### src/hdl/orle_pkg.sv
// Shared types and constants for the ordered record list engine.
`default_nettype none
package orle_pkg;

   localparam int CMD_W = 3;

   typedef enum logic [CMD_W-1:0] {
      CMD_INSERT = 3'd0,
      CMD_READ   = 3'd1,
      CMD_DELETE = 3'd2,
      CMD_PRED   = 3'd3,
      CMD_SUCC   = 3'd4,
      CMD_CLEAR  = 3'd5,
      CMD_RSVD6  = 3'd6,
      CMD_RSVD7  = 3'd7
   } cmd_type;

   typedef enum logic [1:0] {
      ST_OK       = 2'd0,
      ST_RANGE    = 2'd1,
      ST_NOTFOUND = 2'd2,
      ST_FULL     = 2'd3
   } status_type;

   // controller -> datapath commands
   typedef struct packed {
      logic load;      // capture request transaction
      logic rd_en;     // read memory at rd_addr
      logic wr_en;     // write memory at wr_addr
      logic wr_new;    // write data is the new record, else the read-data register
      logic emit;      // latch response
      logic emit_rec;  // response carries the record read last cycle
      logic len_inc;
      logic len_dec;
      logic len_clr;
   } ctl_cmd_type;

   // record read-data layout: name in top 64 bits, info in low 40
   localparam int NAME_W = 64;
   localparam int INFO_W = 40;
   localparam int REC_W  = NAME_W + INFO_W;

   // keep bytes up to the first zero byte, within nbytes
   function automatic logic [NAME_W-1:0] norm_name(input logic [NAME_W-1:0] v,
                                                   input int nbytes);
      logic [NAME_W-1:0] r;
      logic              stop;
      r    = '0;
      stop = 1'b0;
      for (int b = 0; b < 8; b++) begin
         if (b >= nbytes || v[8*b +: 8] == 8'd0) stop = 1'b1;
         if (!stop) r[8*b +: 8] = v[8*b +: 8];
      end
      return r;
   endfunction

endpackage
`default_nettype wire

### src/hdl/orle_ctrl.sv
// Controller: sequences each command over the record memory.
`default_nettype none
module orle_ctrl #(
   parameter int CAPACITY = 128,
   parameter int AW       = 7,
   parameter int LW       = 8
) (
   input  wire                         clock,
   input  wire                         reset,
   input  wire                         req_fire,
   input  wire                         rsp_taken,
   input  wire  [LW-1:0]               len,
   input  wire                         name_match,
   input  wire  [2:0]                  cur_cmd,
   input  wire  [7:0]                  cur_pos,
   output orle_pkg::ctl_cmd_type        cmd,
   output logic [AW-1:0]               rd_addr,
   output logic [AW-1:0]               wr_addr,
   output logic [AW-1:0]               emit_idx,
   output logic [1:0]                  emit_status,
   output logic                        idle,
   output logic                        rsp_valid
);
   import orle_pkg::*;

   localparam int PW = (LW > 8) ? LW : 8;

   typedef enum logic [6:0] {
      S_IDLE  = 7'b0000001,
      S_DEC   = 7'b0000010,
      S_SHUP  = 7'b0000100,
      S_SHDN  = 7'b0001000,
      S_SRCH  = 7'b0010000,
      S_EMIT  = 7'b0100000,
      S_HOLD  = 7'b1000000
   } state_type;

   state_type     state_ff, state_in;
   logic [LW-1:0] j_ff, j_in;        // walking index
   logic [LW-1:0] p_ff, p_in;        // target index (pos-1)
   logic [1:0]    st_ff, st_in;
   logic          rec_ff, rec_in;
   logic          rdv_ff, rdv_in;    // read issued last cycle, rdata valid
   logic          vld_ff, vld_in;
   logic [PW-1:0] pos_w;
   logic [LW-1:0] last_ff, last_in;  // index whose read data is in rdata

   assign pos_w = PW'(cur_pos);

   always_comb begin
      state_in = state_ff;
      j_in = j_ff; p_in = p_ff; st_in = st_ff; rec_in = rec_ff;
      rdv_in = 1'b0; vld_in = vld_ff; last_in = last_ff;
      cmd = '0;
      rd_addr = AW'(j_ff); wr_addr = AW'(j_ff);
      if (rsp_taken) vld_in = 1'b0;
      unique case (state_ff)
         S_IDLE: begin
            cmd.load = req_fire;
            if (req_fire) state_in = S_DEC;
         end
         S_DEC: begin
            st_in = ST_OK; rec_in = 1'b0;
            p_in = LW'(pos_w - 1'b1);
            unique case (cmd_type'(cur_cmd))
               CMD_INSERT: begin
                  if (pos_w == '0 || pos_w > PW'(len) + 1'b1) begin
                     st_in = ST_RANGE; state_in = S_EMIT;
                  end else if (len >= LW'(CAPACITY)) begin
                     st_in = ST_FULL; state_in = S_EMIT;
                  end else begin
                     j_in = len; state_in = S_SHUP;
                  end
               end
               CMD_READ, CMD_DELETE: begin
                  if (pos_w == '0 || pos_w > PW'(len)) begin
                     st_in = ST_RANGE; state_in = S_EMIT;
                  end else begin
                     cmd.rd_en = 1'b1; rd_addr = AW'(pos_w - 1'b1);
                     last_in = LW'(pos_w - 1'b1); rec_in = 1'b1;
                     j_in = LW'(pos_w);
                     state_in = (cmd_type'(cur_cmd) == CMD_READ) ? S_EMIT : S_SHDN;
                  end
               end
               CMD_PRED, CMD_SUCC: begin
                  st_in = ST_NOTFOUND;
                  j_in = (cmd_type'(cur_cmd) == CMD_PRED) ? LW'(1) : '0;
                  state_in = S_SRCH;
               end
               CMD_CLEAR: begin
                  cmd.len_clr = 1'b1; state_in = S_EMIT;
               end
               default: state_in = S_EMIT;
            endcase
         end
         S_SHUP: begin
            // read j-1 then write j; reads and writes alternate using rdv
            if (j_ff == p_ff) begin
               if (!rdv_ff) begin
                  cmd.wr_en = 1'b1; cmd.wr_new = 1'b1; wr_addr = AW'(p_ff);
                  rdv_in = 1'b1;
               end else begin
                  cmd.rd_en = 1'b1; rd_addr = AW'(p_ff); last_in = p_ff;
                  cmd.len_inc = 1'b1; rec_in = 1'b1; state_in = S_EMIT;
               end
            end else if (!rdv_ff) begin
               cmd.rd_en = 1'b1; rd_addr = AW'(j_ff - 1'b1); rdv_in = 1'b1;
            end else begin
               cmd.wr_en = 1'b1; wr_addr = AW'(j_ff); j_in = j_ff - 1'b1;
            end
         end
         S_SHDN: begin
            // first cycle: rdata holds the removed record, send it, then shift down
            if (rec_ff) begin
               cmd.len_dec = 1'b1; cmd.emit = 1'b1; cmd.emit_rec = 1'b1;
               vld_in = 1'b1; rec_in = 1'b0;
            end else if (j_ff == len + 1'b1) begin
               state_in = S_HOLD;
            end else if (!rdv_ff) begin
               cmd.rd_en = 1'b1; rd_addr = AW'(j_ff); rdv_in = 1'b1;
            end else begin
               cmd.wr_en = 1'b1; wr_addr = AW'(j_ff - 1'b1); j_in = j_ff + 1'b1;
            end
         end
         S_SRCH: begin
            if (!rdv_ff) begin
               if (LW'(j_ff + 1'b1) > len || (cmd_type'(cur_cmd) == CMD_SUCC
                   && LW'(j_ff + 1'b1) >= len)) begin
                  state_in = S_EMIT;
               end else begin
                  cmd.rd_en = 1'b1; rd_addr = AW'(j_ff); rdv_in = 1'b1;
               end
            end else if (name_match) begin
               last_in = (cmd_type'(cur_cmd) == CMD_PRED) ? j_ff - 1'b1 : j_ff + 1'b1;
               cmd.rd_en = 1'b1; rd_addr = AW'(last_in);
               st_in = ST_OK; rec_in = 1'b1; state_in = S_EMIT;
            end else begin
               j_in = j_ff + 1'b1;
            end
         end
         S_EMIT: begin
            if (!vld_ff) begin
               cmd.emit = 1'b1; cmd.emit_rec = rec_ff;
               vld_in = 1'b1; state_in = S_HOLD;
            end
         end
         S_HOLD: begin
            if (!vld_ff || rsp_taken) state_in = S_IDLE;
         end
         default: state_in = S_IDLE;
      endcase
   end

   always_ff @(posedge clock) begin
      if (reset) begin
         state_ff <= S_IDLE;
         vld_ff   <= 1'b0;
         rdv_ff   <= 1'b0;
      end else begin
         state_ff <= state_in;
         vld_ff   <= vld_in;
         rdv_ff   <= rdv_in;
      end
      j_ff <= j_in; p_ff <= p_in; st_ff <= st_in; rec_ff <= rec_in; last_ff <= last_in;
   end

   assign emit_idx    = AW'(last_ff);
   assign emit_status = st_ff;
   assign idle        = (state_ff == S_IDLE);
   assign rsp_valid   = vld_ff;
endmodule
`default_nettype wire

### config.mk
export PLATFORM = sky130hd
export DESIGN_NAME = orle_ctrl
export DESIGN_NICKNAME = d
export VERILOG_FILES = /design/src/hdl/orle_pkg.sv /design/src/hdl/orle_ctrl.sv
export SDC_FILE = /design/constraint.sdc
export NUM_CORES = 1
export LEC_CHECK = 0
export BUFFER_PORTS_ARGS = -buffer_cell sky130_fd_sc_hd__buf_4
export CAP_MARGIN = 15
export CORE_ASPECT_RATIO = 2
export CORE_MARGIN = 1.5
export CORE_UTILIZATION = 50
export DETAILED_ROUTE_END_ITERATION = 8
export MAX_ROUTING_LAYER = met4
export PLACE_DENSITY = 0.71
export REMOVE_ABC_BUFFERS = 1
export SLEW_MARGIN = 20
export SYNTH_ARGS = -nofsm -noshare
export SYNTH_HDL_FRONTEND = slang
export SYNTH_SLANG_ARGS = --single-unit
### constraint.sdc
create_clock -name clock -period 4.3 [get_ports clock]
set_input_delay 0.645 -clock clock [delete_from_list [all_inputs] [get_ports clock]]
set_output_delay 0.645 -clock clock [all_outputs]
set_load 0.005 [all_outputs]
; ---- Yosys cells after proc, flatten, opt, wreduce, memory -nomap -nowiden
; Index checks and enable logic that the tools add are counted.
[word_totals]
out_inout_bits = 34
wordCells = 166
input_bits = 24
ff_bits = 35
[classes]
n_addsub = 4
eq_ne = 35
n_reduce_logical = 18
n_lt_le_gt_ge = 5
mux = 96
[op_table]
columns = cell, n
row1 = two-way mux 7 bit, 29
row2 = two-way mux 8 bit, 10
row3 = one-hot mux 7 bit (3 select lines), 3
row4 = one-hot mux 7 bit (7 select lines), 1
row5 = one-hot mux 8 bit (4 select lines), 1
row6 = two-way mux 1 bit, 28
row7 = inequality test 2 bit (second input constant), 14
row8 = > comparator 8 bit, 3
row9 = two-way mux 6 bit, 4
row10 = one-hot mux 8 bit (3 select lines), 1
row11 = two-way mux 2 bit, 10
row12 = adder 8 x 1 -> 8 bit (second input constant), 2
row13 = equality test 8 bit, 2
row14 = subtractor 8 x 1 -> 8 bit (second input constant), 2
row15 = inequality test 3 bit (second input constant), 5
row16 = one-hot mux 7 bit (2 select lines), 1
row17 = AND reduction 12 bit, 1
row18 = AND reduction 9 bit, 1
row19 = greater-or-equal comparator 8 bit, 1
row20 = greater-or-equal comparator 8 bit (second input constant), 1
row21 = logical NOT 8 bit, 1
row22 = one-hot mux 1 bit (4 select lines), 2
row23 = one-hot mux 2 bit (2 select lines), 2
row24 = equality test 7 x 1 -> 1 bit (second input constant), 1
row25 = 25 further kinds, 32

; ---- Longest topological paths before layout
; Gate-level depths: netlist (run 1).
[depth]
word_depth = 7
depth_mapped = 13
mapped_depth_nobuf = 12

; ---- Worst setup path after synthesis (run 1)
; Ideal clock, no wire load.
[synth_path]
path_kind = register to output
start = reg j_ff[0]
end = out rd_addr[6]
arrival_time_ns = 2.668
stages_incl_launch_ff = 12
setup_slack_ns = 0.987
required_ns = 3.655
path_buffers = 2
cell_sequence = edfxtp_1 > clkbuf_1 > inv_1 > ha_1 > or3b_2 > clkbuf_1 > nor3_1 > a21oi_1 > xnor2_1 > nand2_1 > nor3b_1 > o211ai_1
[synth_between]
elab_chain_cells = 5
elab_cells_between_ends = 9
classes_between = 2 x add/sub / 1 x eq/ne / 6 x mux
[synth_rtl]
columns = element, line_no
row1 = "start, declared", orle_ctrl.sv:39  ; logic [LW-1:0] j_ff, j_in;
row2 = "start signal, assigned", orle_ctrl.sv:164  ; j_ff <= j_in; p_ff <= p_in; st_ff <= st_in; rec_ff <= rec_in; last_ff <= last_in;
row3 = adder 8 x 1 -> 8 bit / subtractor 8 x 1 -> 8 bit (equally long branches), -
row4 = two-way mux 7 bit, orle_ctrl.sv:134  ; last_in = (cmd_type'(cur_cmd) == CMD_PRED) ? j_ff - 1'b1 : j_ff + 1'b1;
row5 = two-way mux 7 bit, orle_ctrl.sv:133  ; end else if (name_match) begin
row6 = two-way mux 7 bit, orle_ctrl.sv:126  ; if (!rdv_ff) begin
row7 = one-hot mux 7 bit (3 select lines) *, orle_ctrl.sv:57  ; unique case (state_ff)
row8 = "end, declared", orle_ctrl.sv:17  ; output logic [AW-1:0] rd_addr,
; Every way passes the cells marked *; elsewhere a longest branch is shown, timed or not.

; ---- Final worst setup path (run 1)
[layout_path]
start = in len[0]
end = out wr_addr[1]
[layout_between]
elab_chain_cells = 5
[layout_rtl]
columns = element, line_no
row1 = "start, declared", orle_ctrl.sv:12  ; input wire [LW-1:0] len,
row2 = adder 8 x 1 -> 8 bit, orle_ctrl.sv:117  ; end else if (j_ff == len + 1'b1) begin
row3 = equality test 8 bit, orle_ctrl.sv:117
row4 = two-way mux 7 bit, orle_ctrl.sv:117
row5 = two-way mux 7 bit, orle_ctrl.sv:114  ; if (rec_ff) begin
row6 = one-hot mux 7 bit (2 select lines), orle_ctrl.sv:57
row7 = "end, declared", orle_ctrl.sv:18  ; output logic [AW-1:0] wr_addr,
; No other way between the ends.

==> metrics.cfg, run 1 <==
[status]
status = finished, final reports clean

[drt]
drt_wl_total_um = 15800
wl_per_cell_um = 24.4
firstDrtPassIters = 7
viasPerCell = 6.75
postRouteAntennaNets = 0
drc_errors = 0
dr.first_iter.drc_count = 339
vias = 4371

[synthesis]
synth.most_common_cell = nor2_1
yosysUniqueCellTypes = 73
synth.cell_area_um2 = 4050
syn_avg_cell_area_um2 = 8.15
ys_seq_area_share_pct = 23.7
yosysTopAreaCell = edfxtp_1
synthArstFlopShare_pct = 0
synthFlopType = edfxtp_1
synth_top_cell_area_share_pct = 19.3
synthTopCellsByArea = edfxtp_1, ha_1, xor2_1, xnor2_1, a21oi_1
synth_edf_count = 26
synthCells = 497
ys_ff_latch = 35
ys_warn_count = 0
synth_commonest_cells = nor2_1, nand2_1, a21oi_1, ha_1, inv_1

[die]
io_pins = 58
rows = 46
start_util_pct = 51.3
core-area_um2 = 7890
die_w_um = 66.6
dieArea_um2 = 8680
die_h_um = 130

[global_route]
grt_pass1_vias = 4252
use_met2_pct = 66.3
grt.busiest_layer = met2
met1_usage_pct = 35.2
grt_max_degree = 17
grtUsageMet3_pct = 6.29
overflow = 0
track_usage_pct = 38.6
antenna_found_initial = 0
grt_first_pass_wirelength_um = 23700

[worst_setup_path]
regToRegSetupSlack_ns = 0.80
critPathLaunchType = primary input
crit_slowest_cell = a2111oi_0
arrival_ns = 3.40
r2r_cells = 12
worst_path_largest_cell_delay_ns = 0.56
worst-setup-path-type = in2out
cp-end-kind = output pin
crit_required_ns = 3.65
cp_max_fo = 6
crit_path_cell_trace = buf_4 -> ha_1 -> and3_1 -> xnor3_1 -> a2111oi_0 -> and4_1 -> o21ai_0 -> o21ai_0 -> a221o_1 -> buf_4

[clock_network]
clk-insertion-delay-late_ns = 0.28
hold_buffers = 0
cts.clk_slew.worst_paths_ns = 0.06
cts.path.max_buffers = 2
numClockSinks = 35
cts_buffers = 5
cts_root_buffer = clkbuf_16
h-tree-depth = 2
cts_tree = built

[timing]
drv_slew = 0
fin_crit_ns = 4.04
setup_tns_ns = 0
slew_headroom_pct = 49.1
max_freq_mhz = 247
fin_crit_sh_pct = 94.0
finalSetupViolCount = 0
finClkSkew_ns = 0.00718
worst_pin_slew_ns = 0.756
grt_setup_unrepaired = no
fin_ws_ns = 0.257
hold_viol_final = 0

[placed_design]
place_area_um2 = 4560
gp_congestion = 1.02
hpwl_um = 12500
dpl_worst_slack_ns = 0.358
numPortBuffers = 57

[power_and_ir_drop]
pwr_density_cell_nw_per_um2 = 327
ir_drop_mv = 0.204
p_total_uw = 1560
p_leak_uw = 0.00200

[finish]
antennaDiodeCount = 0
syn2layout_area_growth_pct = 17.5
drive_gt1_share_pct = 17.4
design_area_um2 = 4760
num-nets-final = 608

[worst_hold_path]
min_path_cells = 2
hold_class = reg2reg

[job]
drv_cap = 0

-- cells in the final DEF, fill, tap and decap left out, drive strengths merged, types with 8 or more instances in the layout --
cell type  synthesis  routed
buf               11      75
nor2              44      44
nand2             42      42
a21oi             37      37
ha                33      33
inv               32      32
edfxtp            26      26
xor2              25      25
xnor2             22      22
o21ai             20      20
nor3              20      20
a22oi             15      15
nand3             11      11
nor4              10      10
dfxtp              9       9
o221ai             8       8
nand4              8       8
-- per-stage QoR --
stage / utilization [%] / hold slack [ns] / cells
finish: 60.3 / 0.528 / 648
global route: 60.3 / 0.556 / 648
CTS: 60.0 / 0.538 / 644
detailed placement: 57.8 / 0.528 / 636
global placement: 57.8 / 0.513 / 636
floorplan: - / 0.485 / 469
-- worst paths after layout --
| kind | from | end |
|---|---|---|
| setup / recovery | len[0] | wr_addr[1] |
| hold reg to reg | rsp_valid | rsp_valid |
| setup reg to reg | j_ff[3] | state_ff[5] |
| hold / removal | rsp_valid | rsp_valid |
-- final cells by class --
type,instances,area (µm²)
Clock inverter,3,43.8
Clock buffer,5,125
Tap cell,96,120
Sequential cell,35,961
Timing Repair Buffer,75,563
Multi-Input combinational cell,401,2820
Inverter,33,124
Fill cell,720,3130
-- state kept, by name, indices dropped and copies added (netlist names) --
name         flops
p_ff             8
rec_ff           1
j_ff             8
state_ff         7
rdv_ff           1
emit_status      2
rsp_valid        1
last_ff          7
-- cells by family after synthesis --
kind of cell | after synthesis | share of synthesized area, %
XOR/XNOR | 50 | 11.8
multiplexers | 4 | 1.02
AND/OR/NAND/NOR | 180 | 24.1
adder cells (fa/ha/maj) | 34 | 10.4
AO/OA/AOI/OAI | 133 | 22.3
buffers and inverters | 61 | 6.58
flip-flops | 35 | 23.7
-- repair_timing --
| item | CTS | global route |
|---|---|---|
| endpoints found under the setup margin | 0 | 1 |
| resized for setup | 0 | 0 |
| endpoints found under the hold margin | 0 | 0 |
| buffers inserted | 0 | 4 |
-- per-layer routing --
layer | up-vias | part of all wire (%)
met5 | - | 0
met4 | 0 | 11
met3 | 99 | 6.3
met2 | 279 | 52
met1 | 2047 | 31
li1 | 1946 | -
-- critical path: cells and delay by family --
kind,cells,cell delay [ns]
buffers and inverters,2,0.25
AND/OR/NAND/NOR,2,0.81
adder cells (fa/ha/maj),1,0.24
AO/OA/AOI/OAI,4,1.21
XOR/XNOR,1,0.24
-- where the power goes --
group          switching [µW]  internal (µW)  total (µW)
sequential               65.9            420         486
clock                     145            273         418
combinational             377            277         653
total                     587            970        1560
Note: power is estimated with default switching activity, not from simulation.
==> run 2, diff against run 1 <==
Settings changed: PLACE_DENSITY 0.71 to 0.74.
==> run 2 against run 1 <==
  * Global-route usage up 0.69 points
  * Clock-buffer cell count did not move
  * Critical path depth shrank 2
  * Critical path type is now reg2out
  * Critical endpoint is now rd_addr[6]
  * Highest routed layer unchanged
==> metrics.cfg, run 2 (synthesis results as in run 1) <==
[drt]
firstDrtPassIters = 6  ; -1
maxUsedRoutingLayer = met4
drt_wl_total_um = 15800  ; -0.41%
routedLengthMet1_um = 4940  ; -0.62%
postRouteAntennaNets = 0  ; unchanged
drc_errors = 0  ; unchanged
wl_per_cell_um = 24.4  ; -0.10%
dr_wl_met2_um = 8240  ; +0.61%
viasPerCell = 6.68  ; -0.91%
vias = 4318  ; -1.2%
dr.first_iter.drc_count = 527  ; +55%
routed-wl-met3_um = 972  ; -2.3%

[worst_setup_path]
crit_path_cell_trace = nor3_2 -> nor3b_1 -> nand3b_1 -> nand2_1 -> o221ai_1 -> nor3b_1 -> o211ai_1 -> buf_4
critPathTopFamily = simple AND/OR/NAND/NOR gates
crit_buf_inv = 1  ; -1
regToRegSetupSlack_ns = 0.90  ; +0.10 ns
crit_required_ns = 3.65  ; about the same
rr_startpoint = j_ff[0]
arrival_ns = 3.33  ; -0.07 ns
path_common_cell = nor3b_1
crit_slowest_cell = nand3b_1
cp_max_fo = 11  ; +5
cp-end-kind = output pin
critPathLaunchType = flop
r2r_cells = 12  ; unchanged
worst-setup-path-type = reg2out
r2r_end = state_ff[5]
worst_path_largest_cell_delay_ns = 0.56  ; about the same

[timing]
grt_setup_unrepaired = no
hold_viol_final = 0  ; unchanged
finalSetupViolCount = 0  ; unchanged
setup_tns_ns = 0  ; unchanged
fin_crit_ns = 3.98  ; -0.0669 ns
finClkSkew_ns = 0.00372  ; -0.00346 ns
fin_ws_ns = 0.324  ; +0.0669 ns
fin_crit_sh_pct = 92.5  ; -1.6 points
slew_headroom_pct = 39.4  ; -9.8 points
drv_slew = 0  ; unchanged
holdWs_ns = 0.519  ; -0.00908 ns
worst_pin_slew_ns = 0.902  ; +0.146 ns
max_freq_mhz = 251  ; +1.7%

[clock_network]
clk-insertion-delay-late_ns = 0.29  ; about the same
cts.path.max_buffers = 2  ; unchanged
cts_buffers = 5  ; unchanged
cts_tree = built
hold_buffers = 0  ; unchanged
cts_resized = 0  ; unchanged
cts_root_buffer = clkbuf_16
h-tree-depth = 2  ; unchanged
cts.clk_slew.worst_paths_ns = 0.06  ; about the same
cts_setup_buffers = 0  ; unchanged
numClockSinks = 35  ; unchanged

[worst_hold_path]
hold_end = rsp_valid
worstHoldStart = rsp_valid
min_path_cells = 2  ; unchanged
hold_class = reg2reg

[status]
status = finished, final reports clean

[die]
rows = 46  ; unchanged
dieArea_um2 = 8680  ; unchanged
die_h_um = 130  ; unchanged
core-area_um2 = 7890  ; unchanged
io_pins = 58  ; unchanged
start_util_pct = 51.3  ; unchanged
die_w_um = 66.6  ; unchanged

[global_route]
grt_max_degree = 17  ; unchanged
antenna_found_initial = 1  ; +1
overflow = 0  ; unchanged
track_usage_pct = 39.3  ; +0.69 points
grt_pass1_vias = 4214  ; -0.89%
grt_first_pass_wirelength_um = 23700  ; +0.23%

[power_and_ir_drop]
pwr_density_cell_nw_per_um2 = 329  ; +0.39%
p_total_uw = 1560  ; about the same
ir_drop_mv = 0.164  ; -20%
p_leak_uw = 0.00198  ; -0.66%

[placed_design]
hpwl_um = 12600  ; +0.76%
dp.cells = 637  ; +0.16%
gp_congestion = 1.06  ; +3.6%
dpl_worst_slack_ns = 0.567  ; +0.209 ns
numPortBuffers = 57  ; unchanged

[finish]
syn2layout_area_growth_pct = 17.0
drive_gt1_share_pct = 16.9  ; -0.45 points
top_regs = j_ff x8, p_ff x8
final_common_cell = buf_4
num-nets-final = 605  ; -0.49%
fin_cells = 646  ; -0.31%
mostFrequentLayoutCells = buf_4, nor2_1, nand2_1

[job]
drv_cap = 0  ; unchanged

[run 2: tightest hold or removal path, stage by stage, from the launching register on]
cell and delay (ns):
dfxtp_1 0.34, nand2b_1 0.08, a21oi_1 0.06
[run 2: area by class of cell]
type                            count  area [µm²]
Clock inverter                      3        43.8
Fill cell                         741        3150
Tap cell                           96         120
Clock buffer                        5         125
Sequential cell                    35         961
Antenna cell                        1        2.50
Multi-Input combinational cell    401        2820
Timing Repair Buffer               72         541
Inverter                           33         124
[run 2: through the flow]
stage	util (%)	cell area (µm²)
finish	60.1	4740
global route	60.1	4740
CTS	60.1	4740
detailed placement	57.9	4570
global placement	57.9	4570
floorplan	-	3910
[run 2: how the worst max path moves through the flow]
stage / from / end / slack (ns) / depth (start not counted)
CTS: state_ff[4] / rd_addr[6] / 0.40 / 8
detailed placement: len[0] / wr_addr[1] / 0.57 / 10
global route: state_ff[4] / rd_addr[2] / 0.15 / 8
global placement: len[0] / wr_addr[1] / 0.67 / 11
finish: state_ff[4] / rd_addr[6] / 0.32 / 8
floorplan: j_ff[0] / rd_addr[6] / 1.13 / 9
[run 2: per-layer routing]
layer	track usage (%)	vias to the layer above
li1	-	1950
met1	35.7	1998
met2	68.3	265
met3	6.55	105
met4	33.6	0
met5	-	-
[run 2: where the power goes]
| group | internal (µW) | switching (µW) | leakage [µW] |
|---|---|---|---|
| Combinational | 270 | 367 | 0.00159 |
| Clock | 274 | 161 | 0.0000838 |
| Sequential | 420 | 65.8 | 0.000310 |
| Total | 964 | 593 | 0.00198 |
